[src/design/radial_force_field_update_macros.svh]
// Assertion macros for the radial force field update block.
// Used by the top level; relies on clk_i and rst_ni being in scope.
`ifndef RADIAL_FORCE_FIELD_UPDATE_MACROS_SVH
`define RADIAL_FORCE_FIELD_UPDATE_MACROS_SVH

// Same-cycle implication, sampled on the rising clock edge outside reset.
`define RFFU_ASSERT_IMP(label, pre, post) \
  label: assert property (@(posedge clk_i) disable iff (!rst_ni) (pre) |-> (post)) \
    else $error("radial force field: implication check failed");

// Next-cycle implication, sampled on the rising clock edge outside reset.
`define RFFU_ASSERT_NXT(label, pre, post) \
  label: assert property (@(posedge clk_i) disable iff (!rst_ni) (pre) |=> (post)) \
    else $error("radial force field: next-cycle check failed");

`endif

[src/design/rffu_pkg.sv]
// Shared types, widths and constants of the radial force field update block.
// No dependencies; imported by every cell and by the top level.
package rffu_pkg;

  localparam int unsigned DATA_W       = 24;  // Q15.8 positions and velocities
  localparam int unsigned DIFF_W       = 25;  // exact position differences
  localparam int unsigned MAG_W        = 23;  // radius, strength, force, distance
  localparam int unsigned STEP_W       = 16;  // Q0.16 time step
  localparam int unsigned DIST2_W      = 50;  // squared distance
  localparam int unsigned ROOT_W       = 51;  // square root working register
  localparam int unsigned DIST_W       = 25;  // full square root result
  localparam int unsigned PROD_W       = 46;  // dividend of the long division
  localparam int unsigned SUM_W        = 26;  // base plus step before saturation
  localparam int unsigned SQRT_STEPS   = 25;
  localparam int unsigned DIV_STEPS    = 23;
  localparam int unsigned CORDIC_STEPS = 16;
  localparam int unsigned CORDIC_W     = 52;
  localparam int unsigned ANGLE_W      = 26;  // degrees with 16 fraction bits
  localparam int unsigned HEAD_W       = 17;  // degrees Q8.8
  localparam int unsigned CFG_IDX_W    = 3;

  localparam logic [HEAD_W:0] HEAD_LIM = 18'd46080;
  localparam logic [MAG_W-1:0] REACH_RESET = 23'd256;
  localparam logic signed [ANGLE_W-1:0] QUARTER_TURN = 26'sd5898240;

  // Arc tangent of 2^-i in degrees, 16 fraction bits.
  localparam logic [ANGLE_W-1:0] ATAN_TBL [CORDIC_STEPS] = '{
    26'd2949120, 26'd1740967, 26'd919879, 26'd466945,
    26'd234379,  26'd117304,  26'd58666,  26'd29335,
    26'd14668,   26'd7334,    26'd3667,   26'd1833,
    26'd917,     26'd458,     26'd229,    26'd115
  };

  typedef enum logic [1:0] {
    KIND_SHIP   = 2'd0,
    KIND_BULLET = 2'd1,
    KIND_MINE   = 2'd2,
    KIND_NONE   = 2'd3
  } kind_e;

  typedef enum logic [CFG_IDX_W-1:0] {
    CFG_CENTRE_X = 3'd0,
    CFG_CENTRE_Y = 3'd1,
    CFG_REACH    = 3'd2,
    CFG_PEAK     = 3'd3,
    CFG_REPEL    = 3'd4
  } cfg_idx_e;

  // Per-entity data that travels alongside the arithmetic through the chain.
  typedef struct packed {
    kind_e                    kind;
    logic                     hit;
    logic                     zero;
    logic signed [DATA_W-1:0] base_x;
    logic signed [DATA_W-1:0] base_y;
    logic signed [DIFF_W-1:0] ux;
    logic signed [DIFF_W-1:0] uy;
    logic [STEP_W-1:0]        step;
    logic [MAG_W-1:0]         dist_mag;
    logic [MAG_W-1:0]         force_mag;
    logic signed [HEAD_W-1:0] heading;
  } side_t;

  // One lane of the restoring divider.
  typedef struct packed {
    logic [MAG_W-1:0] rem;
    logic [MAG_W-1:0] lo;
    logic [MAG_W-1:0] quo;
    logic [MAG_W-1:0] den;
  } div_t;

endpackage

[src/design/rffu_div_cell.sv]
// One quotient bit of a restoring long division, for one or more lanes.
// Depends on rffu_pkg; chained by the top level, one cell per quotient bit.
module rffu_div_cell import rffu_pkg::*; #(
  parameter int unsigned LANES = 1
) (
  input  logic  clk_i,
  input  logic  rst_ni,
  input  logic  valid_i,
  input  side_t side_i,
  input  div_t  lane_i [LANES],
  output logic  valid_o,
  output side_t side_o,
  output div_t  lane_o [LANES]
);

  div_t lane_d [LANES];

  // Shift in the next dividend bit and subtract the divisor where it fits.
  for (genvar l = 0; l < LANES; l++) begin : g_lane
    logic [MAG_W:0] part;
    logic [MAG_W:0] diff;
    logic           ge;

    always_comb begin
      part = {lane_i[l].rem, lane_i[l].lo[MAG_W-1]};
      diff = part - {1'b0, lane_i[l].den};
      ge   = part >= {1'b0, lane_i[l].den};
      lane_d[l].rem = ge ? diff[MAG_W-1:0] : part[MAG_W-1:0];
      lane_d[l].lo  = {lane_i[l].lo[MAG_W-2:0], 1'b0};
      lane_d[l].quo = {lane_i[l].quo[MAG_W-2:0], ge};
      lane_d[l].den = lane_i[l].den;
    end
  end

  always_ff @(posedge clk_i or negedge rst_ni) begin
    if (!rst_ni) begin
      valid_o <= 1'b0;
    end else begin
      valid_o <= valid_i;
    end
  end

  always_ff @(posedge clk_i) begin
    side_o <= side_i;
    lane_o <= lane_d;
  end

endmodule

[config.mk]
export PLATFORM = sky130hd
export DESIGN_NAME = rffu_div_cell
export DESIGN_NICKNAME = d
export VERILOG_FILES = /design/src/design/radial_force_field_update_macros.svh /design/src/design/rffu_pkg.sv /design/src/design/rffu_div_cell.sv
export SDC_FILE = /design/constraint.sdc
export NUM_CORES = 1
export LEC_CHECK = 0
export ABC_AREA = 1
export BUFFER_PORTS_ARGS = -buffer_cell sky130_fd_sc_hd__buf_2
export CAP_MARGIN = 20
export CORE_AREA = 2 2 211 213
export DETAILED_ROUTE_END_ITERATION = 8
export DIE_AREA = 0 0 213 215
export GPL_ROUTABILITY_DRIVEN = 0
export PLACE_DENSITY = 0.5
export SLEW_MARGIN = 40
export SYNTH_ARGS = -nofsm -noshare
export SYNTH_HDL_FRONTEND = slang
export SYNTH_SLANG_ARGS = --single-unit
[constraint.sdc]
create_clock -name clk_i -period 0.8 [get_ports clk_i]
set_clock_uncertainty 0.15 [all_clocks]
set_input_delay 0.04 -clock clk_i [delete_from_list [all_inputs] [get_ports clk_i]]
set_output_delay 0.04 -clock clk_i [all_outputs]
set_load 0.03 [all_outputs]
==> results.py, run 1 <==
metrics = {
    "min_path": {
        "min_path_type": "input pin to flip-flop",
        "holdPathEnd": "lane_o[0]",
        "min_path_cells": 1,
        "hold_start": "lane_i[0]",
    },
    "final_layout": {
        "fin_nets": 1964,
        "stdcell_count": 2283,
        "multi_input_area_mm2": 0.00240,
        "seq_area_mm2": 0.00581,
        "layout-drive-gt1-share": 0.673,
        "num-fill-cells": 4141,
        "syn_to_final_growth_pct": 143,
        "postLayoutCoreUtil": 0.426,
    },
    "setup_path": {
        "critPathKind": "input pin to flip-flop",
        "cp_max_fo": 7,
        "crit_path_cell_trace": "buf_8 > inv_12 > ha_4 > fa_2 > inv_2 > nand2_2 > nand2_2 > nand3_2 > nand2_2 > nand2_2 > nand4_4 > buf_12 > buf_12 > buf_16 > o21ai_2",
        "slowest_delay_ns": 0.35,
        "cp-end-kind": "flip-flop",
        "cp_common_cell": "nand2_2",
        "worst_path_max_delay_cell": "fa_2",
        "required_ns": 1.10,
        "worstPathArrival_ns": 1.59,
        "critPathLaunchType": "input pin",
    },
    "cts": {
        "tritoncts": "done",
        "numCtsBuffers": 30,
        "clockBufferDepth": 3,
        "cts.htree.levels": 1,
        "path_clk_slew_ns": 0.06,
        "cts_root_buf": "clkbuf_16",
        "cts.sinks": 273,
    },
    "grt": {
        "grt_pass1_vias": 9343,
        "grt_pass1_wl_um": 59200,
        "track_usage": 0.176,
        "antenna_found_initial": 6,
        "grt_max_degree": 15,
        "overflow": 0,
    },
    "floorplan": {
        "std_cell_rows": 77,
        "die_x_um": 213,
        "dieHeight_um": 215,
        "initial_core_util": 0.175,
        "dieArea_mm2": 0.0458,
        "pin_count": 550,
        "coreArea_mm2": 0.0436,
    },
    "synthesis": {
        "yosys_warnings": 0,
        "netlist_area_mm2": 0.00766,
        "synth_nets": 1020,
        "synth-main-ff-cell": "dfxtp_1",
        "yosys-top-cells-area": "dfxtp_1, nand2_1, inv_1",
        "seq_area_frac_synth": 0.714,
        "syn_inst": 720,
        "yosysTopAreaCell": "dfxtp_1",
        "yosysMostFrequentCell": "dfxtp_1",
        "synth-seq-cells": 273,
        "synth_common_cells": "dfxtp_1, nand2_1, inv_1, nor2_1, nand3_1",
        "synth_edf_count": 0,
        "avgSynthCellArea_um2": 10.6,
        "synthDominantCellAreaShare": 0.711,
        "ys_types": 28,
        "async_flop_share": 0.00366,
    },
    "detailed_routing": {
        "drt-vias-per-instance": 3.70,
        "vias": 8452,
        "drt_wl_total_um": 42200,
        "initialDrtViolationCount": 248,
        "ant_nets": 0,
        "wl_per_cell_um": 18.5,
        "dr.pass1.iters": 4,
        "route.detailed.drc": 0,
    },
    "sta": {
        "rsz0062_at_grt": "true",
        "min_period_over_period": 1.61,
        "hold_ws_ns": -0.552,
        "setup_viol": 297,
        "setup_ws_ns": -0.488,
        "slew_viol_final": 0,
        "max_freq_mhz": 776,
        "period_needed_ns": 1.29,
        "finalHoldViolCount": 139,
    },
    "power_and_ir_drop": {
        "p_leak_nw": 8.85,
        "powerDensity_mw_per_mm2": 2100,
        "ir_drop_mv": 1.43,
    },
    "run": {
        "max-cap-violations": 0,
    },
    "place": {
        "io_buffer_count": 547,
        "post-place-cells": 1939,
        "dp_hpwl_um": 29500,
    },
    "outcome": {
        "status": "finished, violations left",
        "violations": "hold timing, setup timing",
    },
}
[cells in the final DEF (no fill, tap or decap), types with 2 or more instances in the layout]
cell           Yosys  layout
a21oi_1           10       5
a21oi_2            0       4
and2_1             2       2
buf_12             1      12
buf_2              1     267
buf_4              1      95
buf_6              2     267
buf_8              0      12
bufinv_16          0       4
clkbuf_1           2       6
clkbuf_16          0      31
clkbuf_8           0       3
clkinv_2           0       4
clkinv_4           0       2
clkinvlp_4         0       2
dfxtp_2            0     271
diode_2            0       5
dlygate4sd3_1      0     265
ha_4               0      22
inv_1            115      92
inv_2              0      18
inv_4              0       4
inv_6              0       2
nand2_1          176     119
nand2_2            4      45
nand2_4            0      16
nand3_1           28       9
nand3_2            0      18
nand3b_1           7       7
nand4_1           16      16
nor2_1            29      17
nor2_2             2       7
nor2_4             1       8
o21ai_2            9      12
xor2_1             8       8
[registers in the layout, indices dropped and copies added, names as in the netlist]
name     count
side_o     181
valid_o      1
lane_o      91
[critical path: cells and delay by family]
kind / cells / cell delay [ns]
adders and majority gates: 2 / 0.50
AOI/OAI and AO/OA: 1 / 0.06
buffers and inverters: 6 / 0.53
and+or+nand+nor: 6 / 0.46
[where the power goes]
group	total [mW]	switching (mW)	internal [mW]
Combinational	9.25	4.66	4.59
Clock	14.6	5.88	8.67
Sequential	15.2	0.494	14.7
Total	39.0	11.0	28.0
[per-layer routing]
layer,part of all wire,vias up,track usage
li1,-,4091,-
met5,0.00028,-,0
met2,0.50,350,0.313
met3,0.073,112,0.0462
met1,0.35,3897,0.175
met4,0.082,2,0.133
[final cells by class]
class | instances | share of cell area
inverters | 115 | 0.0244
flip-flops and latches | 273 | 0.312
clock buffers | 40 | 0.0451
clock inverters | 14 | 0.0102
well taps | 592 | 0.0398
repair buffers | 919 | 0.438
diodes | 5 | 0.000672
multi-input cells | 325 | 0.129
[how the worst max path moves through the flow]
stage          slack (ns)  startpoint    endpoint
6_report            -0.49  lane_i[68]  lane_o[75]
3_3_place_gp        -1.28   lane_i[8]  lane_o[87]
3_5_place_dp        -1.26   lane_i[8]  lane_o[87]
2_1_floorplan       -0.82  lane_i[68]  lane_o[73]
5_1_grt             -0.55  lane_i[68]  lane_o[79]
4_1_cts             -0.50  lane_o[84]  lane_o[84]
[what timing repair did]
action,4_1_cts,5_1_grt
hold buffers,256,9
setup endpoints to repair,297,297
pin swaps,24,33
cloned,2,0
gates resized for setup,925,80
buffers inserted,12,9
hold endpoints to repair,273,215
[stage by stage]
stage	setup WS (ns)	setup TNS [ns]	total power, mW	instance area [um^2]
after global placement	-1.28	-25.92	21.2	11900
after detailed placement	-1.26	-26.53	21.2	11900
final	-0.488	-119.74	39.0	18600
after global routing	-0.552	-133.96	40.5	18600
after floorplan	-0.820	-19.37	18.3	7740
after CTS	-0.497	-129.70	39.0	18200
[cell families after synthesis]
logic type,Yosys count,share of synthesized area
fa+ha+maj,24,0.0402
buf+inv,122,0.0645
simple gates,268,0.151
other cells,1,0.000490
xor+xnor,9,0.0103
flops,273,0.714
compound gates,23,0.0194
Power figures use the tool's default switching activity.
==> run 2: changes to the inputs <==
Settings changed: CELL_PAD_IN_SITES_DETAIL_PLACEMENT set to 0, CELL_PAD_IN_SITES_GLOBAL_PLACEMENT set to 1, CORE_AREA 2 2 211 213 to 2 2 212 214, DIE_AREA 0 0 213 215 to 0 0 214 216, PLACE_DENSITY 0.5 to 0.62.
==> run 2 against run 1 <==
Setup slack improved by 0.00071 ns; global-route usage rose by 0.88 points; sequential cell count unchanged; non-clock buffer count fell by 4; largest power group unchanged; highest routed layer unchanged; the run still ends with hold timing, setup timing left.
==> results.py, run 2 (synthesized netlist as in run 1, its figures left out) <==
metrics = {
    "setup_path": {
        "critPathLaunchType": "flip-flop",
        "slowest_delay_ns": 0.37,
        "cp.depth": 1,
        "cp-end-kind": "output pin",
        "worst_path_max_delay_cell": "dfrtp_1",
        "cp_top_family": "flip-flops",
        "crit_path_cell_trace": "buf_6",
        "required_ns": 0.61,
        "worstPathArrival_ns": 1.10,
        "cp_max_fo": 1,
        "critPathKind": "flip-flop to output pin",
        "crit_buf_inv": 1,
    },
    "power_and_ir_drop": {
        "p_leak_nw": 8.88,
        "p_sw_mw": 11.4,
        "internal-power_mw": 28.1,
        "p_comb_frac": 0.236,
        "sw_frac_of_total": 0.288,
        "ir_drop_mv": 1.64,
        "p_total_mw": 39.5,
        "powerDensity_mw_per_mm2": 2120,
        "seq_power_share": 0.384,
        "power_frac_clock": 0.380,
    },
    "detailed_routing": {
        "drt-vias-per-instance": 3.75,
        "drt_wl_total_um": 44100,
        "wl_per_cell_um": 19.4,
        "vias": 8548,
        "dr.pass1.iters": 4,
        "initialDrtViolationCount": 317,
        "ant_nets": 0,
        "route.detailed.drc": 0,
    },
    "floorplan": {
        "std_cell_rows": 77,
        "dieArea_mm2": 0.0462,
        "coreArea_mm2": 0.0438,
        "die_x_um": 214,
        "dieHeight_um": 216,
        "pin_count": 550,
        "initial_core_util": 0.175,
    },
    "cts": {
        "tritoncts": "done",
        "cts.sinks": 273,
        "clockBufferDepth": 3,
        "cts.htree.levels": 1,
        "path_clk_slew_ns": 0.06,
        "cts_root_buf": "clkbuf_16",
        "numCtsBuffers": 31,
    },
    "grt": {
        "grt.busiest_layer": "met2",
        "grt_use_met2": 0.317,
        "antenna_found_initial": 5,
        "grtUsageMet1": 0.201,
        "grtUsageMet3": 0.0626,
        "overflow": 0,
        "grt_pass1_vias": 9554,
        "track_usage": 0.185,
        "grt_pass1_wl_um": 63600,
        "grt_max_degree": 17,
    },
    "final_layout": {
        "layout-drive-gt1-share": 0.678,
        "stdcell_count": 2277,
        "num-fill-cells": 4062,
        "fin_nets": 1962,
        "layout_commonest_cell": "buf_6",
        "reg_top3": "side_o: 181 flops, lane_o: 91 flops, valid_o: 1 flops",
        "regMostFlops": "side_o",
        "layout_common_cells": "buf_6, dfxtp_2, buf_2",
        "largest_register_ffs": 181,
        "syn_to_final_growth_pct": 144,
    },
    "place": {
        "dp_hpwl_um": 30800,
        "io_buffer_count": 547,
        "post-place-cells": 1938,
    },
    "min_path": {
        "min_path_type": "input pin to flip-flop",
        "min_path_cells": 1,
    },
    "sta": {
        "hold_ws_ns": -0.590,
        "tns_ns": -127.05,
        "max_freq_mhz": 777,
        "slew_viol_final": 0,
        "rsz0062_at_grt": "true",
        "min_period_over_period": 1.61,
        "finalHoldViolCount": 224,
        "period_needed_ns": 1.29,
        "setup_ws_ns": -0.488,
        "setup_viol": 297,
    },
    "run": {
        "max-cap-violations": 0,
    },
    "outcome": {
        "status": "finished, violations left",
        "violations": "hold timing, setup timing",
    },
}
## run 2: final timing paths
path                       startpoint         end  slack (ns)
worst min-delay path       lane_i[17]  lane_o[17]       -0.59
worst max-delay path          valid_o     valid_o       -0.49
max in group asynchronous      rst_ni     valid_o        0.11
min in group asynchronous      rst_ni     valid_o        0.29
## run 2: power by group through the flow
stage	Combinational, mW	Sequential, mW	Clock (mW)
after floorplan	1.36	16.9	0
after global placement	6.15	15.1	0
after detailed placement	6.15	15.1	0
after CTS	9.02	15.2	15.4
after global routing	9.86	15.3	16.0
final	9.33	15.2	15.0
## run 2: cell type report
| type | count | area (um^2) | area share |
|---|---|---|---|
| clock buffer | 38 | 842 | 0.0451 |
| inverter | 115 | 449 | 0.0241 |
| sequential | 273 | 5820 | 0.311 |
| tap | 592 | 741 | 0.0397 |
| antenna | 1 | 2.50 | 0.000134 |
| multi-input combinational | 326 | 2440 | 0.131 |
| timing repair buffer | 915 | 8150 | 0.436 |
| clock inverter | 17 | 231 | 0.0124 |
## run 2: layer usage
metal / wire length, um / share of wire
met4: 2660 / 0.060
met2: 21500 / 0.49
met1: 16500 / 0.37
met3: 3500 / 0.079
met5: 47 / 0.0011
## run 2: per-stage QoR
step,util,setup WS (ns),cell area (um^2)
final,0.426,-0.488,18700
after global routing,0.426,-0.529,18700
after CTS,0.418,-0.529,18300
after detailed placement,0.272,-1.31,11900
after global placement,0.272,-1.26,11900
after floorplan,-,-0.820,7740
## run 2: timing repair
item	CTS	global route
hold buffers	256	4
gates resized for setup	924	93
endpoints found under the setup margin	297	297
pin swaps	23	43
endpoints found under the hold margin	273	255
buffers inserted	14	9
gates cloned	6	1
