File: src/design/radial_force_field_update_macros.svh
// Assertion macros for the radial force field update block.
// Used by the top level; relies on clk_i and rst_ni being in scope.
`ifndef RADIAL_FORCE_FIELD_UPDATE_MACROS_SVH
`define RADIAL_FORCE_FIELD_UPDATE_MACROS_SVH

// Same-cycle implication, sampled on the rising clock edge outside reset.
`define RFFU_ASSERT_IMP(label, pre, post) \
  label: assert property (@(posedge clk_i) disable iff (!rst_ni) (pre) |-> (post)) \
    else $error("radial force field: implication check failed");

// Next-cycle implication, sampled on the rising clock edge outside reset.
`define RFFU_ASSERT_NXT(label, pre, post) \
  label: assert property (@(posedge clk_i) disable iff (!rst_ni) (pre) |=> (post)) \
    else $error("radial force field: next-cycle check failed");

`endif

File: src/design/rffu_pkg.sv
// Shared types, widths and constants of the radial force field update block.
// No dependencies; imported by every cell and by the top level.
package rffu_pkg;

  localparam int unsigned DATA_W       = 24;  // Q15.8 positions and velocities
  localparam int unsigned DIFF_W       = 25;  // exact position differences
  localparam int unsigned MAG_W        = 23;  // radius, strength, force, distance
  localparam int unsigned STEP_W       = 16;  // Q0.16 time step
  localparam int unsigned DIST2_W      = 50;  // squared distance
  localparam int unsigned ROOT_W       = 51;  // square root working register
  localparam int unsigned DIST_W       = 25;  // full square root result
  localparam int unsigned PROD_W       = 46;  // dividend of the long division
  localparam int unsigned SUM_W        = 26;  // base plus step before saturation
  localparam int unsigned SQRT_STEPS   = 25;
  localparam int unsigned DIV_STEPS    = 23;
  localparam int unsigned CORDIC_STEPS = 16;
  localparam int unsigned CORDIC_W     = 52;
  localparam int unsigned ANGLE_W      = 26;  // degrees with 16 fraction bits
  localparam int unsigned HEAD_W       = 17;  // degrees Q8.8
  localparam int unsigned CFG_IDX_W    = 3;

  localparam logic [HEAD_W:0] HEAD_LIM = 18'd46080;
  localparam logic [MAG_W-1:0] REACH_RESET = 23'd256;
  localparam logic signed [ANGLE_W-1:0] QUARTER_TURN = 26'sd5898240;

  // Arc tangent of 2^-i in degrees, 16 fraction bits.
  localparam logic [ANGLE_W-1:0] ATAN_TBL [CORDIC_STEPS] = '{
    26'd2949120, 26'd1740967, 26'd919879, 26'd466945,
    26'd234379,  26'd117304,  26'd58666,  26'd29335,
    26'd14668,   26'd7334,    26'd3667,   26'd1833,
    26'd917,     26'd458,     26'd229,    26'd115
  };

  typedef enum logic [1:0] {
    KIND_SHIP   = 2'd0,
    KIND_BULLET = 2'd1,
    KIND_MINE   = 2'd2,
    KIND_NONE   = 2'd3
  } kind_e;

  typedef enum logic [CFG_IDX_W-1:0] {
    CFG_CENTRE_X = 3'd0,
    CFG_CENTRE_Y = 3'd1,
    CFG_REACH    = 3'd2,
    CFG_PEAK     = 3'd3,
    CFG_REPEL    = 3'd4
  } cfg_idx_e;

  // Per-entity data that travels alongside the arithmetic through the chain.
  typedef struct packed {
    kind_e                    kind;
    logic                     hit;
    logic                     zero;
    logic signed [DATA_W-1:0] base_x;
    logic signed [DATA_W-1:0] base_y;
    logic signed [DIFF_W-1:0] ux;
    logic signed [DIFF_W-1:0] uy;
    logic [STEP_W-1:0]        step;
    logic [MAG_W-1:0]         dist_mag;
    logic [MAG_W-1:0]         force_mag;
    logic signed [HEAD_W-1:0] heading;
  } side_t;

  // One lane of the restoring divider.
  typedef struct packed {
    logic [MAG_W-1:0] rem;
    logic [MAG_W-1:0] lo;
    logic [MAG_W-1:0] quo;
    logic [MAG_W-1:0] den;
  } div_t;

endpackage

File: src/design/rffu_cordic_cell.sv
// One vectoring rotation of the heading CORDIC.
// Depends on rffu_pkg for widths and the arc tangent table.
module rffu_cordic_cell import rffu_pkg::*; #(
  parameter int unsigned ITER = 0
) (
  input  logic                       clk_i,
  input  logic                       rst_ni,
  input  logic                       valid_i,
  input  side_t                      side_i,
  input  logic signed [CORDIC_W-1:0] x_i,
  input  logic signed [CORDIC_W-1:0] y_i,
  input  logic signed [ANGLE_W-1:0]  z_i,
  output logic                       valid_o,
  output side_t                      side_o,
  output logic signed [CORDIC_W-1:0] x_o,
  output logic signed [CORDIC_W-1:0] y_o,
  output logic signed [ANGLE_W-1:0]  z_o
);

  localparam logic signed [CORDIC_W-1:0] RoundAdj =
    ({{(CORDIC_W-1){1'b0}}, 1'b1} << ITER) - {{(CORDIC_W-1){1'b0}}, 1'b1};
  localparam logic signed [ANGLE_W-1:0] Angle = ATAN_TBL[ITER];

  logic signed [CORDIC_W-1:0] xs, ys, x_d, y_d;
  logic signed [ANGLE_W-1:0]  z_d;

  // Shifts truncate toward zero; rotate toward the x axis.
  always_comb begin
    xs  = (x_i < 0) ? ((x_i + RoundAdj) >>> ITER) : (x_i >>> ITER);
    ys  = (y_i < 0) ? ((y_i + RoundAdj) >>> ITER) : (y_i >>> ITER);
    x_d = x_i;
    y_d = y_i;
    z_d = z_i;
    if (y_i > 0) begin
      x_d = x_i + ys;
      y_d = y_i - xs;
      z_d = z_i + Angle;
    end else if (y_i < 0) begin
      x_d = x_i - ys;
      y_d = y_i + xs;
      z_d = z_i - Angle;
    end
  end

  always_ff @(posedge clk_i or negedge rst_ni) begin
    if (!rst_ni) begin
      valid_o <= 1'b0;
    end else begin
      valid_o <= valid_i;
    end
  end

  always_ff @(posedge clk_i) begin
    side_o <= side_i;
    x_o    <= x_d;
    y_o    <= y_d;
    z_o    <= z_d;
  end

endmodule

File: config.mk
export PLATFORM = sky130hd
export DESIGN_NAME = rffu_cordic_cell
export DESIGN_NICKNAME = d
export VERILOG_FILES = /design/src/design/radial_force_field_update_macros.svh /design/src/design/rffu_pkg.sv /design/src/design/rffu_cordic_cell.sv
export SDC_FILE = /design/constraint.sdc
export NUM_CORES = 1
export LEC_CHECK = 0
export BUFFER_PORTS_ARGS = -buffer_cell sky130_fd_sc_hd__buf_2
export CAP_MARGIN = 20
export CORE_AREA = 2 2 241 243
export DETAILED_ROUTE_END_ITERATION = 8
export DIE_AREA = 0 0 243 245
export GPL_ROUTABILITY_DRIVEN = 0
export SYNTH_ARGS = -nofsm -noshare
export SYNTH_HDL_FRONTEND = slang
export SYNTH_SLANG_ARGS = --single-unit
File: constraint.sdc
create_clock -name clk_i -period 0.8 [get_ports clk_i]
set_input_delay 0.12 -clock clk_i [delete_from_list [all_inputs] [get_ports clk_i]]
set_output_delay 0.12 -clock clk_i [all_outputs]
set_load 0.02 [all_outputs]
==> impl_metrics.yaml, run 1 <==
power:
  switchingPower_w: 0.02248
  internal_power_w: 0.04072
  p_seq_share_pct: 28.5
  swShare_pct: 35.56
  power_w: 0.06320
  p_leak_nw: 16.85
  ir_worst_vdd_v: 0.001901
  comb_power_share_pct: 42.1
  clkPwrFrac_pct: 29.4
  power_density_mw_per_mm2: 1774
setup_path:
  start_kind: "input port"
  startpoint: "x_i[18]"
  crit_chain: "buf_6 -> inv_12 -> ha_4 -> buf_6 -> buf_4 -> nand2_1 -> o21ai_0 -> a21oi_1 -> o221ai_1 -> a21oi_4 -> o21a_1 -> buf_4 -> o21ai_4 -> xnor2_2 -> a22o_1"
  crit_arrival_ps: 3160
  critPathKind: "in -> reg"
  cp-endpoint: "y_o[37]"
  worst-path-max-fanout: 4
  max_stage_delay_ps: 860
  crit_path_end_kind: "flop"
  cp_slowest_cell: "o21ai_0"
  cp.required_ps: 1250
timing:
  tns_ps: -277700
  max_slew.worst_pin.slew_ps: 1109
  fmax_mhz: 369.4
  min_period_ps: 2707
  fin_crit_sh_pct: 338.4
  holdWs_ps: -98.11
  setup_ws_ps: -1907
  setup_viol: 426
  slew_violations: 0
  relSlewSlack_pct: 25.30
  hold_viol: 6
  rsz0062_at_grt: "true"
logic_synthesis:
  yosysWarningCount: 0
  synth_edf_count: 0
  ys_async_sr_fraction_pct: 0.3205
  synth.top_cell.area_share_pct: 36.44
  synth_area_leaders: "dfxtp_1, ha_1, a21oi_1, xnor2_1, o21ai_0"
  yosysTopAreaCell: "dfxtp_1"
  yosysSeqAreaShare_pct: 36.59
  synth_cells: 1986
  synth_nets: 2458
  synth_ff_type: "dfxtp_1"
  syn_area_per_cell_um2: 8.603
  ys_ff_latch: 312
  synth_area_mm2: 0.01709
  synth_cell_types: 90
place:
  placedCellCount: 4023
  io_buffers: 625
  dp_hpwl_um: 77850
cts:
  cts_tree: "built"
  path_clk_slew_ps: 60
  cts.sinks: 312
  clockRootBuffer: "clkbuf_16"
  cts_buffers: 38
  cts.path.max_buffers: 3
  htree_levels: 2
drt:
  drtPass1Iterations: 7
  ant_nets: 0
  vias: 23967
  wl_um: 108200
  wire_per_inst_um: 24.06
  drt_iter0_drc: 2226
  avgViaCountPerCell: 5.331
  remaining_drc_errors: 0
hold_path:
  hold_path.class: "in -> reg"
floorplanning:
  die_h_um: 245
  start_util_pct: 29.96
  pin_count: 626
  dieArea_mm2: 0.05954
  die_x_um: 243
  core_mm2: 0.05703
  num_rows: 88
cells_and_area:
  final_cells: 4496
  final_common_cell: "buf_4"
  final_nets: 4169
  layout-area-overhead-vs-synth_pct: 108.5
  drive_gt1_share_pct: 54.20
  mostFrequentLayoutCells: "buf_4, buf_2, dfxtp_1, dlygate4sd3_1, a21oi_1"
grt:
  grt_pass1_wl_um: 148100
  grt_max_degree: 36
  grt_overflow: 0
  antenna_found_initial: 11
  first_global_vias: 23509
  grt_use_total_pct: 32.76
outcome:
  violations: "hold timing, setup timing"
  outcome: "complete, but fails checks"
run:
  cap_violations: 0
## metrics by stage
| step | instance area, µm² | setup WS [ps] | hold slack [ps] | util (%) |
|---|---|---|---|---|
| floorplan | 18140 | -1918 | -175.6 | - |
| global placement | 27400 | -2509 | -32.00 | 48.04 |
| detailed placement | 27400 | -2560 | -26.92 | 48.04 |
| CTS | 33490 | -1742 | -244.4 | 58.72 |
| global route | 35630 | -1969 | -91.62 | 62.47 |
| finish | 35630 | -1907 | -98.11 | 62.47 |
## synth_stat cells (all sizes together) (15+ instances only)
library cell / count
or3: 15
o21ai: 142
o31ai: 19
nand2: 142
nor2b: 19
xnor2: 97
nand4: 26
buf: 31
o21bai: 52
a31oi: 16
nor4: 30
dfxtp: 311
nand3: 22
nor2: 124
a21oi: 203
a21o: 40
inv: 155
o21a: 18
o211ai: 17
a221o: 15
ha: 155
clkbuf: 63
nor3: 31
a211oi: 15
a22oi: 25
## state kept, by name, summed over array words and instances, names as in the netlist
signal and flops:
x_o 52, z_o 26, side_o 181, y_o 52
valid_o 1
## worst min-delay path by stage
stage	start	endpoint	slack (ps)	cells past startpoint
after detailed placement	rst_ni	valid_o	-30	1
final	x_i[45]	x_o[45]	-100	3
after global placement	rst_ni	valid_o	-30	1
after global routing	x_i[45]	x_o[45]	-90	3
after CTS	x_i[0]	x_o[0]	-240	2
after floorplan	rst_ni	valid_o	-180	0
## critical path, delay by kind of cell
family / cells / cell delay (ps)
xor gates and xnor gates: 1 / 70
and+or+nand+nor: 1 / 60
AOI/OAI and AO/OA: 7 / 2080
adders and majority gates: 1 / 290
buffers and inverters: 5 / 530
## timing repair
action / in CTS / in global routing
buffers inserted: 87 / 97
endpoints found under the hold margin: 251 / 5
hold buffers: 246 / 2
endpoints found under the setup margin: 426 / 426
cloned: 7 / 1
pin swaps: 170 / 223
resized for setup: 365 / 345
## logic make-up (layout without fill, tap and decap cells)
| group | after synthesis | in the layout | share of synthesized area (%) |
|---|---|---|---|
| muxes | 7 | 7 | 0.4174 |
| and+or+nand+nor | 465 | 468 | 13.12 |
| adders and majority gates | 158 | 158 | 11.70 |
| xor gates and xnor gates | 110 | 110 | 5.639 |
| buffers and inverters | 252 | 1988 | 5.719 |
| AOI/OAI and AO/OA | 682 | 682 | 26.82 |
| other | 0 | 6 | 0 |
| DFF | 312 | 312 | 36.59 |
## routing by layer
| metal | vias to the layer above | routed length (µm) | GRT usage (%) |
|---|---|---|---|
| li1 | 10510 | - | - |
| met1 | 11458 | 39710 | 37.97 |
| met2 | 1528 | 51570 | 56.46 |
| met3 | 469 | 8449 | 5.423 |
| met4 | 2 | 8449 | 20.30 |
| met5 | - | 11 | 0 |
## power groups by stage
stage,Sequential [W],Clock [W],Combinational [W]
6_report,0.0180,0.0186,0.0266
5_1_grt,0.0181,0.0194,0.0276
4_1_cts,0.0179,0.0187,0.0235
3_5_place_dp,0.0182,0,0.0204
3_3_place_gp,0.0182,0,0.0203
2_1_floorplan,0.0201,0,0.00782
## layout make-up
type                       instances  area (µm²)
timing repair buffer            1762       13570
fill                            4392       21400
clock buffer                      50        1076
clock inverter                    18       269.0
antenna                            6       15.01
multi-input combinational       1425       12780
tap                              765       957.2
inverter                         158       656.9
sequential                       312        6297
No activity file was read; power rests on OpenSTA's default activity.
==> run 2, diff against run 1 <==
--- a/config.mk
+++ b/config.mk
@@ -11,6 +11,7 @@
 export DETAILED_ROUTE_END_ITERATION = 8
 export DIE_AREA = 0 0 243 245
 export GPL_ROUTABILITY_DRIVEN = 0
+export PLACE_DENSITY = 0.53
 export SYNTH_ARGS = -nofsm -noshare
 export SYNTH_HDL_FRONTEND = slang
 export SYNTH_SLANG_ARGS = --single-unit
==> impl_metrics.yaml, run 2 (synthesis results as in run 1) <==
power:
  p_leak_nw: 17.19
  ir_worst_vdd_v: 0.002028
  power_density_mw_per_mm2: 1720
cells_and_area:
  final_common_cell: "buf_4"
  mostFrequentLayoutCells: "buf_4, buf_6, dfxtp_2, buf_2, dlygate4sd3_1"
  post-route-cell-area_mm2: 0.03724
  final_nets: 4134
  drive_gt1_share_pct: 61.70
  largest-register: "side_o"
  reg_top3: "side_o (181), x_o (52), y_o (52)"
  largest_reg_flops: 181
  layout-area-overhead-vs-synth_pct: 117.9
  nFillCells: 4435
grt:
  grtUsageMet1_pct: 38.74
  first_global_vias: 23814
  grt_use_met3_pct: 6.068
  grt_pass1_wl_um: 149200
  antenna_found_initial: 8
  grt_use_total_pct: 32.90
  grt_overflow: 0
  grt_max_degree: 28
  busiest_layer: "met2"
  grtUsageMet2_pct: 56.87
cts:
  clockRootBuffer: "clkbuf_16"
  cts.path.max_buffers: 3
  htree_levels: 2
  cts.sinks: 312
  path_clk_slew_ps: 60
  cts_buffers: 38
  cts_hold_buf: 247
  cts_tree: "built"
timing:
  slew_violations: 0
  tns_ps: -258710
  fmax_mhz: 382.9
  rsz0062_at_grt: "true"
  min_period_ps: 2612
  setup_ws_ps: -1812
  max_slew.worst_pin.slew_ps: 704.3
  hold_viol: 3
  relSlewSlack_pct: 52.62
  fin_crit_sh_pct: 326.5
  holdWs_ps: -86.54
  setup_viol: 426
drt:
  avgViaCountPerCell: 5.149
  wl_um: 103900
  vias: 22968
  drtPass1Iterations: 5
  drt_iter0_drc: 1501
  remaining_drc_errors: 0
  ant_nets: 0
  wire_per_inst_um: 23.30
floorplanning:
  die_h_um: 245
  num_rows: 88
  pin_count: 626
  dieArea_mm2: 0.05954
  core_mm2: 0.05703
  die_x_um: 243
  start_util_pct: 29.96
place:
  placed_area_mm2: 0.02725
  io_buffers: 625
  dp_hpwl_um: 76840
hold_path:
  hold_path.class: "in -> reg"
  min_path_cells: 3
  hold_start: "x_i[45]"
  hold_end: "x_o[45]"
setup_path:
  start_kind: "input port"
  worst-path-max-fanout: 3
  cp.required_ps: 1310
  critPathKind: "in -> reg"
  crit_path_end_kind: "flop"
  crit_arrival_ps: 3120
outcome:
  violations: "hold timing, setup timing"
  outcome: "complete, but fails checks"
run:
  cap_violations: 0
-- run 2: changes by cell type in the layout (fill, tap and decap cells not counted), moves of 19 or more --
cell     before  now
dfxtp_1     292    0
buf_2       571  280
dfxtp_2      10  299
buf_6       137  424
buf_4       751  732
-- run 2: cell type report --
| type | instances | area (µm²) | share of cell area, % |
|---|---|---|---|
| Tap cell | 765 | 957.2 | 2.571 |
| Clock buffer | 49 | 1052 | 2.826 |
| Inverter | 158 | 658.1 | 1.767 |
| Multi-Input combinational cell | 1422 | 12640 | 33.93 |
| Antenna cell | 7 | 17.52 | 0.04704 |
| Sequential cell | 312 | 6670 | 17.91 |
| Timing Repair Buffer | 1730 | 15030 | 40.36 |
| Clock inverter | 18 | 215.2 | 0.5780 |
-- run 2: critical path, stage by stage --
cell	delay, ps
buf_8	80
clkinvlp_4	90
buf_6	130
ha_4	250
nor2b_4	140
o31a_1	280
o41a_1	360
a21oi_2	250
o31ai_4	120
a2111oi_2	250
buf_4	190
nor2_4	60
a221o_1	410
o221a_1	250
nor2_1	130
-- run 2: how the worst max path moves through the flow --
stage	startpoint	end	slack, ps
detailed placement	x_i[17]	y_o[49]	-2790
floorplan	x_i[17]	x_o[46]	-1920
global route	x_i[1]	x_o[41]	-1880
finish	x_i[1]	y_o[49]	-1810
global placement	x_i[17]	y_o[49]	-2880
CTS	x_i[17]	x_o[46]	-1800
-- run 2: routing by layer --
layer	vias up	wire length (µm)
li1	10420	-
met1	11158	40240
met2	1080	50070
met3	306	7256
met4	4	6342
met5	-	26
-- run 2: metrics by stage --
step,instances,utilization (%),power [W],worst slack [ps]
detailed placement,4015,47.78,0.03837,-2792
CTS,4423,63.36,0.06235,-1802
global placement,4015,47.78,0.03832,-2878
floorplan,1986,-,0.02793,-1918
finish,4461,65.29,0.06404,-1812
global route,4459,65.28,0.06616,-1877
-- run 2: timing repair --
| action | CTS | global route |
|---|---|---|
| pin swaps | 171 | 176 |
| gates cloned | 7 | 0 |
| resized for setup | 1372 | 191 |
| endpoints found under the setup margin | 426 | 426 |
| hold endpoints to repair | 254 | 3 |
| setup buffers | 100 | 62 |
-- run 2: power by group --
part | leakage (nW) | internal (W) | switching, W
clock network | 0.616 | 0.0101 | 0.00767
registers | 2.65 | 0.0176 | 0.00109
logic | 13.9 | 0.0141 | 0.0136
