[src/design/radial_force_field_update_macros.svh]
// Assertion macros for the radial force field update block.
// Used by the top level; relies on clk_i and rst_ni being in scope.
`ifndef RADIAL_FORCE_FIELD_UPDATE_MACROS_SVH
`define RADIAL_FORCE_FIELD_UPDATE_MACROS_SVH

// Same-cycle implication, sampled on the rising clock edge outside reset.
`define RFFU_ASSERT_IMP(label, pre, post) \
  label: assert property (@(posedge clk_i) disable iff (!rst_ni) (pre) |-> (post)) \
    else $error("radial force field: implication check failed");

// Next-cycle implication, sampled on the rising clock edge outside reset.
`define RFFU_ASSERT_NXT(label, pre, post) \
  label: assert property (@(posedge clk_i) disable iff (!rst_ni) (pre) |=> (post)) \
    else $error("radial force field: next-cycle check failed");

`endif

[src/design/rffu_pkg.sv]
// Shared types, widths and constants of the radial force field update block.
// No dependencies; imported by every cell and by the top level.
package rffu_pkg;

  localparam int unsigned DATA_W       = 24;  // Q15.8 positions and velocities
  localparam int unsigned DIFF_W       = 25;  // exact position differences
  localparam int unsigned MAG_W        = 23;  // radius, strength, force, distance
  localparam int unsigned STEP_W       = 16;  // Q0.16 time step
  localparam int unsigned DIST2_W      = 50;  // squared distance
  localparam int unsigned ROOT_W       = 51;  // square root working register
  localparam int unsigned DIST_W       = 25;  // full square root result
  localparam int unsigned PROD_W       = 46;  // dividend of the long division
  localparam int unsigned SUM_W        = 26;  // base plus step before saturation
  localparam int unsigned SQRT_STEPS   = 25;
  localparam int unsigned DIV_STEPS    = 23;
  localparam int unsigned CORDIC_STEPS = 16;
  localparam int unsigned CORDIC_W     = 52;
  localparam int unsigned ANGLE_W      = 26;  // degrees with 16 fraction bits
  localparam int unsigned HEAD_W       = 17;  // degrees Q8.8
  localparam int unsigned CFG_IDX_W    = 3;

  localparam logic [HEAD_W:0] HEAD_LIM = 18'd46080;
  localparam logic [MAG_W-1:0] REACH_RESET = 23'd256;
  localparam logic signed [ANGLE_W-1:0] QUARTER_TURN = 26'sd5898240;

  // Arc tangent of 2^-i in degrees, 16 fraction bits.
  localparam logic [ANGLE_W-1:0] ATAN_TBL [CORDIC_STEPS] = '{
    26'd2949120, 26'd1740967, 26'd919879, 26'd466945,
    26'd234379,  26'd117304,  26'd58666,  26'd29335,
    26'd14668,   26'd7334,    26'd3667,   26'd1833,
    26'd917,     26'd458,     26'd229,    26'd115
  };

  typedef enum logic [1:0] {
    KIND_SHIP   = 2'd0,
    KIND_BULLET = 2'd1,
    KIND_MINE   = 2'd2,
    KIND_NONE   = 2'd3
  } kind_e;

  typedef enum logic [CFG_IDX_W-1:0] {
    CFG_CENTRE_X = 3'd0,
    CFG_CENTRE_Y = 3'd1,
    CFG_REACH    = 3'd2,
    CFG_PEAK     = 3'd3,
    CFG_REPEL    = 3'd4
  } cfg_idx_e;

  // Per-entity data that travels alongside the arithmetic through the chain.
  typedef struct packed {
    kind_e                    kind;
    logic                     hit;
    logic                     zero;
    logic signed [DATA_W-1:0] base_x;
    logic signed [DATA_W-1:0] base_y;
    logic signed [DIFF_W-1:0] ux;
    logic signed [DIFF_W-1:0] uy;
    logic [STEP_W-1:0]        step;
    logic [MAG_W-1:0]         dist_mag;
    logic [MAG_W-1:0]         force_mag;
    logic signed [HEAD_W-1:0] heading;
  } side_t;

  // One lane of the restoring divider.
  typedef struct packed {
    logic [MAG_W-1:0] rem;
    logic [MAG_W-1:0] lo;
    logic [MAG_W-1:0] quo;
    logic [MAG_W-1:0] den;
  } div_t;

endpackage

[src/design/rffu_sqrt_cell.sv]
// One step of the digit-by-digit integer square root.
// Depends on rffu_pkg; chained by the top level, one cell per result bit.
module rffu_sqrt_cell import rffu_pkg::*; #(
  parameter int unsigned BIT_POS = 0
) (
  input  logic               clk_i,
  input  logic               rst_ni,
  input  logic               valid_i,
  input  side_t              side_i,
  input  logic [DIST2_W-1:0] n_i,
  input  logic [ROOT_W-1:0]  r_i,
  output logic               valid_o,
  output side_t              side_o,
  output logic [DIST2_W-1:0] n_o,
  output logic [ROOT_W-1:0]  r_o
);

  localparam logic [ROOT_W-1:0] BitVal = {{(ROOT_W-1){1'b0}}, 1'b1} << (2 * BIT_POS);

  logic [ROOT_W-1:0]  trial;
  logic               fits;
  logic [DIST2_W-1:0] n_d;
  logic [ROOT_W-1:0]  r_d;

  // Try to set this bit of the root against the remaining radicand.
  always_comb begin
    trial = r_i + BitVal;
    fits  = {1'b0, n_i} >= trial;
    n_d   = fits ? (n_i - trial[DIST2_W-1:0]) : n_i;
    r_d   = fits ? ((r_i >> 1) + BitVal) : (r_i >> 1);
  end

  always_ff @(posedge clk_i or negedge rst_ni) begin
    if (!rst_ni) begin
      valid_o <= 1'b0;
    end else begin
      valid_o <= valid_i;
    end
  end

  always_ff @(posedge clk_i) begin
    side_o <= side_i;
    n_o    <= n_d;
    r_o    <= r_d;
  end

endmodule

[config.mk]
export PLATFORM = sky130hd
export DESIGN_NAME = rffu_sqrt_cell
export DESIGN_NICKNAME = d
export VERILOG_FILES = /design/src/design/radial_force_field_update_macros.svh /design/src/design/rffu_pkg.sv /design/src/design/rffu_sqrt_cell.sv
export SDC_FILE = /design/constraint.sdc
export NUM_CORES = 1
export LEC_CHECK = 0
export BUFFER_PORTS_ARGS = -buffer_cell sky130_fd_sc_hd__buf_2
export CORE_AREA = 10 10 214 216
export DETAILED_ROUTE_END_ITERATION = 7
export DIE_AREA = 0 0 224 226
export PLACE_DENSITY_LB_ADDON = 0.12
export RECOVER_POWER = 25
export REMOVE_ABC_BUFFERS = 1
export SETUP_SLACK_MARGIN = 0.02
export SYNTH_ARGS = -nofsm -noshare
export SYNTH_HDL_FRONTEND = slang
export SYNTH_SLANG_ARGS = --single-unit
[constraint.sdc]
create_clock -name clk_i -period 1.3 [get_ports clk_i]
set_input_delay 0.39 -clock clk_i [delete_from_list [all_inputs] [get_ports clk_i]]
set_output_delay 0.39 -clock clk_i [all_outputs]
set_load 0.005 [all_outputs]
==> results of run 1 <==
-- area by class of cell --
type | count | share of cell area (%)
clock inverters | 15 | 0.825
repair buffers | 1101 | 38.7
inverters | 11 | 0.185
diodes | 7 | 0.0786
clock buffers | 46 | 4.48
well taps | 539 | 3.03
multi-input cells | 755 | 26.3
flip-flops and latches | 283 | 26.4
-- how the worst max path moves through the flow --
stage,endpoint,cells past startpoint,from
6_report,r_o[44]$_DFF_P_,21,r_i[11]
2_1_floorplan,r_o[21]$_DFF_P_,21,r_i[1]
3_3_place_gp,n_o[23]$_DFF_P_,24,r_i[1]
3_5_place_dp,n_o[22]$_DFF_P_,24,r_i[1]
5_1_grt,r_o[44]$_DFF_P_,21,r_i[11]
4_1_cts,r_o[46]$_DFF_P_,25,r_i[2]
-- per-stage QoR --
step | setup TNS (ns) | power [mW] | utilization (%) | worst slack (ns) | hold WS [ns]
final | -277.17 | 25.7 | 53.6 | -2.72 | 0.0758
after CTS | -280.47 | 25.2 | 49.6 | -2.66 | 0.0469
after detailed placement | -371.89 | 14.2 | 40.5 | -3.82 | 0.189
after global placement | -368.70 | 14.2 | 40.5 | -3.76 | 0.188
after global routing | -299.77 | 26.7 | 53.6 | -2.84 | 0.0728
after floorplan | -524.30 | 11.3 | - | -5.31 | 0.0944
-- timing repair --
item / CTS / global route
setup buffers: 17 / 12
hold buffers: 183 / 0
gates resized for setup: 154 / 465
gates cloned: 3 / 0
endpoints found under the setup margin: 384 / 384
hold endpoints to repair: 183 / 0
pin swaps: 47 / 50
-- cell usage in the layout (no fill, tap or decap), types with 8 or more instances in the layout --
cell / count
nor2_1: 40
dlygate4sd3_1: 183
nor2_2: 15
a21o_1: 32
nor3_2: 22
dfxtp_1: 107
o21ai_0: 23
ha_1: 47
nand2_1: 103
and3_1: 11
nand2_2: 16
buf_6: 187
nand4_1: 30
inv_1: 10
dfxtp_2: 174
xor2_1: 89
nand3_2: 9
nor3_1: 8
nor4_4: 10
buf_2: 391
nor2_4: 11
nand3_1: 25
buf_12: 8
o21ai_1: 38
clkbuf_16: 36
xnor2_1: 48
buf_4: 325
a21oi_1: 38
nor3_4: 9
-- registers in the layout (all words and copies together) (netlist names) --
| signal | cells |
|---|---|
| r_o | 51 |
| n_o | 50 |
| side_o | 181 |
| valid_o | 1 |
-- cells in the mapped netlist, types with 2 or more instances --
library cell,n
or3_1,3
nand4_1,30
or2_2,3
and2_1,8
a21oi_1,44
o211ai_1,4
nor3_2,23
nor4_2,8
and3_1,13
nand3_1,38
o21bai_1,7
nor2b_1,8
xnor2_1,53
buf_2,16
o21ai_0,64
buf_4,3
o21a_1,7
nor2_1,65
a41oi_1,3
a211oi_1,4
nor3_1,15
dfxtp_1,282
nand2b_1,7
a31oi_1,8
a21o_1,32
clkbuf_2,2
clkbuf_1,21
nor4_1,6
a211o_1,2
nand2_1,122
inv_1,11
ha_1,52
and4_1,4
buf_6,4
xor2_1,92
mux2_1,2
-- layer usage --
layer  vias to the layer above  routed length (um)  GRT usage (%)
met4                        14                2370           9.50
met3                       124                4050           6.95
met1                      5736               24500           25.4
met2                       432               30900           39.4
met5                         -                  84              0
li1                       5976                   -              -
-- power by group --
part,switching [mW],internal (mW)
clock network,4.02,6.04
registers,0.288,9.36
logic,2.66,3.28
total,6.97,18.7
-- kinds of logic (layout without fill, tap and decap cells) --
kind of cell	count (synthesis)	in the layout
buf+inv	58	1173
xor+xnor	145	145
fa+ha+maj	53	53
other cells	0	7
mux	2	2
compound gates	195	195
flops	283	283
simple gates	360	360
-- critical path, stage by stage --
cell	delay, ns
buf_6	0.07
and4_4	0.24
and3_4	0.23
and4_4	0.25
nand3_4	0.08
buf_6	0.15
buf_12	0.12
nor3_4	0.23
xnor2_2	0.11
ha_1	0.33
inv_2	0.06
nor4_4	0.31
buf_4	0.17
a31oi_4	0.10
o41a_1	0.48
o21ai_4	0.18
a41oi_4	0.17
buf_12	0.19
buf_4	0.15
nor4_4	0.25
xor2_1	0.20
==> run metrics, run 1 <==
Leak=around 11 nW; Tightest Pin Transition=0.538 ns; all-layer global routing usage=22.7%; Layout Cells excl Fill=2757; Hold WC Path Type=in2reg; startpoint class of the critical path=input port; sequential area share after synthesis=between 50% and 60%; CTS Sinks=283; FP Rows=75; PD cells=~1200 mW/mm^2; Initial DRT Pass Iterations=5; critical path type=in2reg; Hold Fails Final Rpt=0; Synth cell types=66; CTS tree=built; die height=around 230 um; hold path startpoint=n_i[5]; first-pass GRT wire length=around 86000 um; Clock Tree Buf Depth=3; Die X=~220 um; Hold Path Stages=3; pin count of the biggest net entering global routing=39; cell area after placement=roughly 0.017 mm^2; Ports=~570; Vias/cell=4.45; maximum vdd ir drop=approximately 0.00066 V; vias=between 10000 and 15000; Ys Warns=0; DR iter-0 viols=around 570; Clock transition at path regs=around 0.06 ns; RSZ-0062 raised after global routing=true; Initial Util=26.7%; initial antenna violation count=15; highest net fanout along the worst path=9; vias in the first global route=around 13000; share of cells above drive strength 1=58.9%; cell taking the most area after synthesis=dfxtp_1; total CTS buffers=35; DR WL/cell=~22 um; post-synthesis adder-cell area fraction=a little over 6%; WP data required=around 1.8 ns; DIE AREA=roughly 0.051 mm^2; area of the multi-input gates=approximately 0.006 mm^2; largest cells by area after synthesis=dfxtp_1, xor2_1, ha_1, xnor2_1, nand2_1; Pins Over Slew Limit=0; CORE AREA=0.0416 mm^2; minimum clock period=roughly 4.0 ns; area grow syn2layout=101%; Peak Freq=roughly 0.25 GHz; failing checks=negative setup slack; Synth Flop Type=dfxtp_1; post-synthesis xor/xnor area fraction=a little under an eighth; NumNets Final=2525; critical path capture point type=register; outcome=complete, but fails checks; Async SR Flop Fraction=less than 1%; WP data arrival=approximately 4.5 ns; Netlist Area Pre-Place=approximately 0.011 mm^2; Final setup viols=384; number of synthesized flops with an enable pin=0; IO Port Bufs=roughly 570; Post-Synthesis Cells=~1100; total gr overflow=0; number of max-cap violations=0; Root Buffer=clkbuf_16; Final Cell Area=0.0223 mm^2; drt drc=0; Seq cells post-synth=283; main combinational cell family by area after synthesis=simple AND/OR/NAND/NOR gates; setup ws final=-2.72 ns; post-synthesis mux area share=less than 1%; Final Cycle Share=309%; DP HPWL=around 48000 um; simple-gate share of the synthesized area=between 15 and 20%; FF/Latch Area=just under 0.006 mm^2; Mean Syn Cell Area=10.1 um^2; WL final=~62000 um; Fillers=around 3800; H-tree levels=2; placed insts=2477; gpl congestion=between 0.9 and 1; ANT nets after route=0; Compound-Gate Fraction of Synth Area=between 10% and 20%; WHS Endpoint=n_o[5]$_DFF_P_; Slew HR=64.1%; Synth top area share=between 50% and 60%
No activity file was read; power rests on OpenSTA's default activity.
==> run 2: changes to the inputs <==
--- a/config.mk
+++ b/config.mk
@@ -10,7 +10,6 @@
 export DETAILED_ROUTE_END_ITERATION = 7
 export DIE_AREA = 0 0 224 226
 export PLACE_DENSITY_LB_ADDON = 0.12
-export RECOVER_POWER = 25
 export REMOVE_ABC_BUFFERS = 1
 export SETUP_SLACK_MARGIN = 0.02
 export SYNTH_ARGS = -nofsm -noshare
==> constraint.sdc (replaced) <==
create_clock -name clk_i -period 1.3 [get_ports clk_i]
set_input_delay 0.26 -clock clk_i [delete_from_list [all_inputs] [get_ports clk_i]]
set_output_delay 0.26 -clock clk_i [all_outputs]
set_load 0.005 [all_outputs]
==> run 2 against run 1 <==
  * The run still ends with negative setup slack left
  * Sequential power decreased by 1%
  * Non-clock buffer count increased by 63
  * Critical path depth increased by 1
  * Maximum frequency increased by 5.3%
  * Via count increased by 2.2%
  * Sequential share of layout area decreased by 1.0 points
  * Largest cell class unchanged
  * Largest power group unchanged
==> run metrics, run 2 (same netlist as run 1, synthesis figures left out) <==
outcome=complete, but fails checks; failing checks=negative setup slack; Final Cell Area=0.0227 mm^2 (+2.0%); ANT nets after route=0 (unchanged); Layout Cells excl Fill=2817 (+2.2%); Die X=224 um (unchanged); crit path buf inv count=8 (+1); pin count of the biggest net entering global routing=39 (unchanged); setup ws final=-2.52 ns (+0.203 ns); Initial Util=26.7% (unchanged); sw power=7.01 mW (+0.55%); Root Buffer=clkbuf_16; Vias/cell=4.46 (about the same); placed insts=2477 (unchanged); highest net fanout along the worst path=8 (-1); FF/Latch Area=0.00578 mm^2 (-1.8%); sequential power share=36.6% (-1.0 points); cell area after placement=0.0168 mm^2 (unchanged); crit-path cells=buf_6 -> and4_4 -> and3_4 -> and4_4 -> nand3_4 -> buf_6 -> buf_12 -> nor3_4 -> xnor2_2 -> ha_1 -> inv_1 -> nor4_4 -> buf_4 -> a31oi_4 -> o41a_1 -> o21ai_4 -> a41oi_4 -> buf_12 -> buf_8 -> buf_6 -> nor3_4 -> xor2_1; Ports=568 (unchanged); number of max-cap violations=0 (unchanged); Int Power=19.1 mW (+2.0%); critical path type=in2reg; critical path capture point type=register; area of the multi-input gates=0.00616 mm^2 (+5.2%); Clk network pwr share=39.7% (+0.5 points); Slew HR=61.8% (-2.3 points); share of cells above drive strength 1=55.2% (-3.6 points); Initial DRT Pass Iterations=5 (unchanged); FP Rows=75 (unchanged); Peak Freq=0.262 GHz (+5.3%); all-layer global routing usage=23.3% (+0.62 points); Hold Fails Final Rpt=0 (unchanged); most frequent cells in the layout=buf_2, buf_4, dlygate4sd3_1; NumNets Final=2587 (+2.5%); DP HPWL=48200 um (about the same); drt drc=0 (unchanged); leading cell type in the layout, fill and taps excluded=buf_2; largest registers=side_o: 181 flops, r_o: 51 flops, n_o: 50 flops; Tightest Pin Transition=0.572 ns (+0.0344 ns); gpl congestion=0.912 (unchanged); CORE AREA=0.0416 mm^2 (unchanged); max reg flops=181 (unchanged); initial antenna violation count=12 (-3); vias=12600 (+2.2%); top cell family by delay on the critical path=simple AND/OR/NAND/NOR gates; Leak=10.9 nW (+4.2%); PD cells=1150 mW/mm^2 (-0.43%); Clock transition at path regs=0.06 ns (about the same); worst slack at placement=-3.71 ns (+0.110 ns); minimum clock period=3.82 ns (-0.203 ns); Fillers=3733 (-0.98%); WP data arrival=4.28 ns (-0.20 ns); Largest Register=side_o; Pins Over Slew Limit=0 (unchanged); WP data required=1.76 ns (about the same); total CTS buffers=34 (-2.9%); slowest CP cell=o41a_1; Hold WC Path Type=in2async; final setup TNS=-239.09 ns (+38.08 ns); sw frac=26.9% (-0.28 points); DR iter-0 viols=541 (-5.6%); WL final=61900 um (about the same); RSZ-0062 raised after global routing=true; IO Port Bufs=567 (unchanged); Final Util=54.7% (+1.1 points); total gr overflow=0 (unchanged); crit-path most repeated cell=buf_6; CTS tree=built; die height=226 um (unchanged); DIE AREA=0.0506 mm^2 (unchanged); maximum vdd ir drop=0.000747 V (+14%); startpoint class of the critical path=input port; Clock Tree Buf Depth=3 (unchanged); first-pass GRT wire length=88400 um (+2.8%); vias in the first global route=13500 (+3.8%); area grow syn2layout=105%; DR WL/cell=22.0 um (-2.1%); H-tree levels=2 (unchanged); Worst path max stage delay=0.48 ns (about the same); Final setup viols=102 (-73%); Final Cycle Share=294% (-16 points); CTS Sinks=283 (unchanged); Combinational Power Share=23.7% (+0.5 points)
## run 2: cell count changes in the layout (fill, tap and decap cells not counted), sizes merged
cell,change
inv,+2
clkinvlp,-1
diode,-1
buf,+18
dlygate4sd3,+46
clkbuf,-2
bufinv,+3
bufbuf,-1
clkinv,-4
## run 2: cell type report
cell class | instances | area share, %
clock buffer | 44 | 4.17
sequential | 283 | 25.4
timing repair buffer | 1164 | 38.9
inverter | 11 | 0.182
clock inverter | 15 | 1.13
antenna | 6 | 0.0660
tap | 539 | 2.97
multi-input combinational | 755 | 27.1
## run 2: per-stage QoR
stage	hold WS (ns)	power (mW)
floorplan	-0.0356	11.3
global placement	0.0582	14.2
detailed placement	0.0587	14.2
CTS	0.00264	26.2
global route	0.0208	27.2
finish	0.0356	26.1
## run 2: power groups by stage
| stage | combinational [mW] | clock (mW) | sequential [mW] |
|---|---|---|---|
| after floorplan | 1.60 | 0 | 9.71 |
| after global placement | 4.56 | 0 | 9.65 |
| after detailed placement | 4.56 | 0 | 9.64 |
| after CTS | 6.01 | 10.6 | 9.52 |
| after global routing | 6.65 | 11.0 | 9.59 |
| final | 6.18 | 10.3 | 9.55 |
## run 2: timing repair
action,in CTS,in global routing
cloned,11,0
gates resized for setup,397,120
setup endpoints to repair,185,151
hold buffers,229,0
pin swaps,116,63
endpoints found under the hold margin,229,0
setup buffers,18,22
## run 2: metal layers
metal  vias up  global-route usage (%)  share of wire [%]  routed length, um
met4        12                    10.8                4.1               2520
met5         -                       0               0.13                 83
li1       6131                       -                  -                  -
met3       112                    6.49                6.7               4120
met2       439                    40.7                 50              30900
met1      5861                    25.9                 39              24200
## run 2: how the worst max path moves through the flow
stage / start / end / slack, ns / cells after the start
after floorplan: r_i[1] / r_o[21]$_DFF_P_ / -5.18 / 21
after global placement: r_i[1] / n_o[23]$_DFF_P_ / -3.63 / 24
after detailed placement: r_i[1] / n_o[20]$_DFF_P_ / -3.71 / 24
after CTS: r_i[2] / r_o[46]$_DFF_P_ / -2.58 / 25
after global routing: r_i[2] / r_o[11]$_DFF_P_ / -2.70 / 23
final: r_i[11] / r_o[47]$_DFF_P_ / -2.52 / 22
==> run 3: changes to the inputs <==
==> constraint.sdc (replaced) <==
create_clock -name clk_i -period 4.06 [get_ports clk_i]
set_input_delay 0.812 -clock clk_i [delete_from_list [all_inputs] [get_ports clk_i]]
set_output_delay 0.812 -clock clk_i [all_outputs]
set_load 0.005 [all_outputs]
==> run 3 against run 2 <==
  * The run still ends with negative setup slack left
  * Wire length fell by 5.8%
  * Worst hold slack improved by 0.015 ns
  * Via count fell by 7.2%
  * Largest power group unchanged
  * Power fell by 69%
  * Die area did not move
  * Sequential share of layout area rose by 3.2 points
  * Core utilization fell by 7.1 points
  * Sequential cell count did not move
  * Critical path depth rose by 2
  * Cell area fell by 13%
  * Worst setup slack improved by 2.3 ns
  * Critical path type unchanged
  * Global-route usage fell by 1.7 points
==> run metrics, run 3 (same netlist as run 1, synthesis figures left out) <==
DIE AREA=0.0506 mm^2 (unchanged); GRT Max-Usage Layer=met2; Int Power=5.91 mW (-69%); WL final=58300 um (-5.8%); startpoint class of the critical path=input port; crit-path cells=buf_8 -> ha_4 -> nand3_4 -> nor2_4 -> nand2_2 -> or3_4 -> nand2b_4 -> nor3_2 -> buf_4 -> buf_6 -> nand4_1 -> nor2_1 -> xnor2_1 -> ha_1 -> nand4_1 -> nor4_2 -> a31o_1 -> a21oi_2 -> nor2b_1 -> o21a_1 -> a41oi_4 -> buf_6 -> buf_12 -> mux2_4; largest registers=side_o: 181 flops, r_o: 51 flops, n_o: 50 flops; placed insts=2449 (-1.1%); Pins Over Slew Limit=0 (unchanged); Final setup viols=101 (-0.98%); most frequent cells in the layout=buf_2, buf_4, dfxtp_1; number of max-cap violations=0 (unchanged); critical path type=in2reg; minimum clock period=~4.3 ns; Worst Setup SP=r_i[2]; vias=11700 (-7.2%); total CTS buffers=34 (unchanged); DP HPWL=48000 um (-0.38%); FP Rows=75 (unchanged); die height=226 um (unchanged); sequential power share=37.4% (+0.8 points); NumNets Final=2346 (-9.3%); Slew HR=58.3% (-3.5 points); Largest Register=side_o; sw power=2.18 mW (-69%); Hold WC Path Type=in2async; critical path capture point type=register; leading cell type in the layout, fill and taps excluded=buf_2; CTS Sinks=283 (unchanged); highest net fanout along the worst path=6 (-2); PD cells=409 mW/mm^2 (-64%); Final Util=47.6% (-7.1 points); maximum vdd ir drop=0.000515 V (-31%); Die X=224 um (unchanged); Initial Util=26.7% (unchanged); Leak=9.68 nW (-12%); pin count of the biggest net entering global routing=37 (-5.1%); setup ws final=-0.222 ns (+2.29 ns); hold_buf cts=0 (-100%); area grow syn2layout=78.3%; ANT nets after route=0 (unchanged); Power Total=8.08 mW (-69%); first-pass GRT wire length=80800 um (-8.6%); Clk network pwr share=40.9% (+1.2 points); Ports=568 (unchanged); gpl congestion=0.915 (+0.29%); DR WL/cell=22.6 um (+3.1%); M2 GR Usage=38.4% (-2.3 points); Clock Tree Buf Depth=3 (unchanged); CORE AREA=0.0416 mm^2 (unchanged); WP data required=4.49 ns (+2.73 ns); H-tree levels=2 (unchanged); Combinational Power Share=21.7% (-2.0 points); Layout Cells excl Fill=2574 (-8.6%); Peak Freq=~0.23 GHz; Hold Fails Final Rpt=0 (unchanged); WP data arrival=4.71 ns (+0.43 ns); met1 Resource Use GR=23.6% (-2.3 points); routing usage on met3=7.76% (+1.3 points); Vias/cell=4.53 (+1.6%); Tightest Pin Transition=0.623 ns (+0.0510 ns); Final Cycle Share=105%; initial antenna violation count=17 (+5); drt drc=0 (unchanged); total gr overflow=0 (unchanged); Clock transition at path regs=0.06 ns (about the same); CTS tree=built; Initial DRT Pass Iterations=4 (-1); Worst path max stage delay=0.34 ns (-0.14 ns); Root Buffer=clkbuf_16; IO Port Bufs=567 (unchanged); slowest CP cell=or3_4; all-layer global routing usage=21.6% (-1.7 points); vias in the first global route=12100 (-10%); failing checks=negative setup slack; share of cells above drive strength 1=58.3% (+3.1 points); RSZ-0062 raised after global routing=true; DR iter-0 viols=508 (-6.1%); sw frac=27.0% (+0.063 points); max reg flops=181 (unchanged); outcome=complete, but fails checks
run 3: cell count changes in the layout (fill, tap and decap cells not counted), sizes merged, moves of 2 or more:
cell | previous run | this run
buf | 934 | 917
clkbuf | 45 | 48
clkinvlp | 2 | 4
diode | 6 | 4
dlygate4sd3 | 229 | 0
run 3: cell type report:
type	instances	area [um^2]
diodes	4	10.0
clock buffers	43	946
clock inverters	16	263
fillers	4033	21800
inverters	11	41.3
multi-input cells	755	6140
flip-flops and latches	283	5670
well taps	539	674
repair buffers	923	6040
run 3: critical path, delay by kind of cell:
family                     cells  cell delay [ns]
buffers and inverters          5             0.66
and+or+nand+nor               11             1.51
adders and majority gates      2             0.41
xor gates and xnor gates       1             0.16
AOI/OAI and AO/OA              4             0.83
muxes                          1             0.30
run 3: metrics by stage:
stage                     hold WS, ns  setup slack [ns]  setup TNS (ns)  cell area [um^2]
after floorplan                 0.516             -2.97         -288.16             10900
after global placement          0.610             -1.11         -100.68             16600
after detailed placement        0.610             -1.15         -104.32             16600
after CTS                      0.0226            -0.188           -9.39             19100
after global routing           0.0177            -0.376          -29.18             19800
final                          0.0508            -0.222          -12.56             19800
run 3: timing repair:
| item | in CTS | in global routing |
|---|---|---|
| pin swaps | 89 | 52 |
| gates resized for setup | 196 | 122 |
| setup buffers | 33 | 19 |
| cloned | 7 | 8 |
| endpoints found under the setup margin | 101 | 101 |
run 3: power groups by stage:
stage               clock network (mW)  logic (mW)  registers, mW
global placement                     0        1.45           3.09
floorplan                            0       0.512           3.11
detailed placement                   0        1.45           3.08
CTS                               3.41        1.64           3.03
finish                            3.31        1.75           3.03
global route                      3.51        1.89           3.04
run 3: layer usage:
layer	vias to the layer above	share of wire [%]
li1	5628	-
met2	432	50
met5	-	0.31
met4	26	2.8
met1	5471	39
met3	100	8.1
run 3: final timing paths:
path                                       to  slack (ns)  cells past startpoint
worst max-delay path           r_o[1]$_DFF_P_       -0.22                     24
max in group asynchronous   valid_o$_DFF_PN0_        3.91                      1
worst min-delay path        valid_o$_DFF_PN0_        0.05                      1
min in group clk_i         side_o[13]$_DFF_P_        0.35                      1
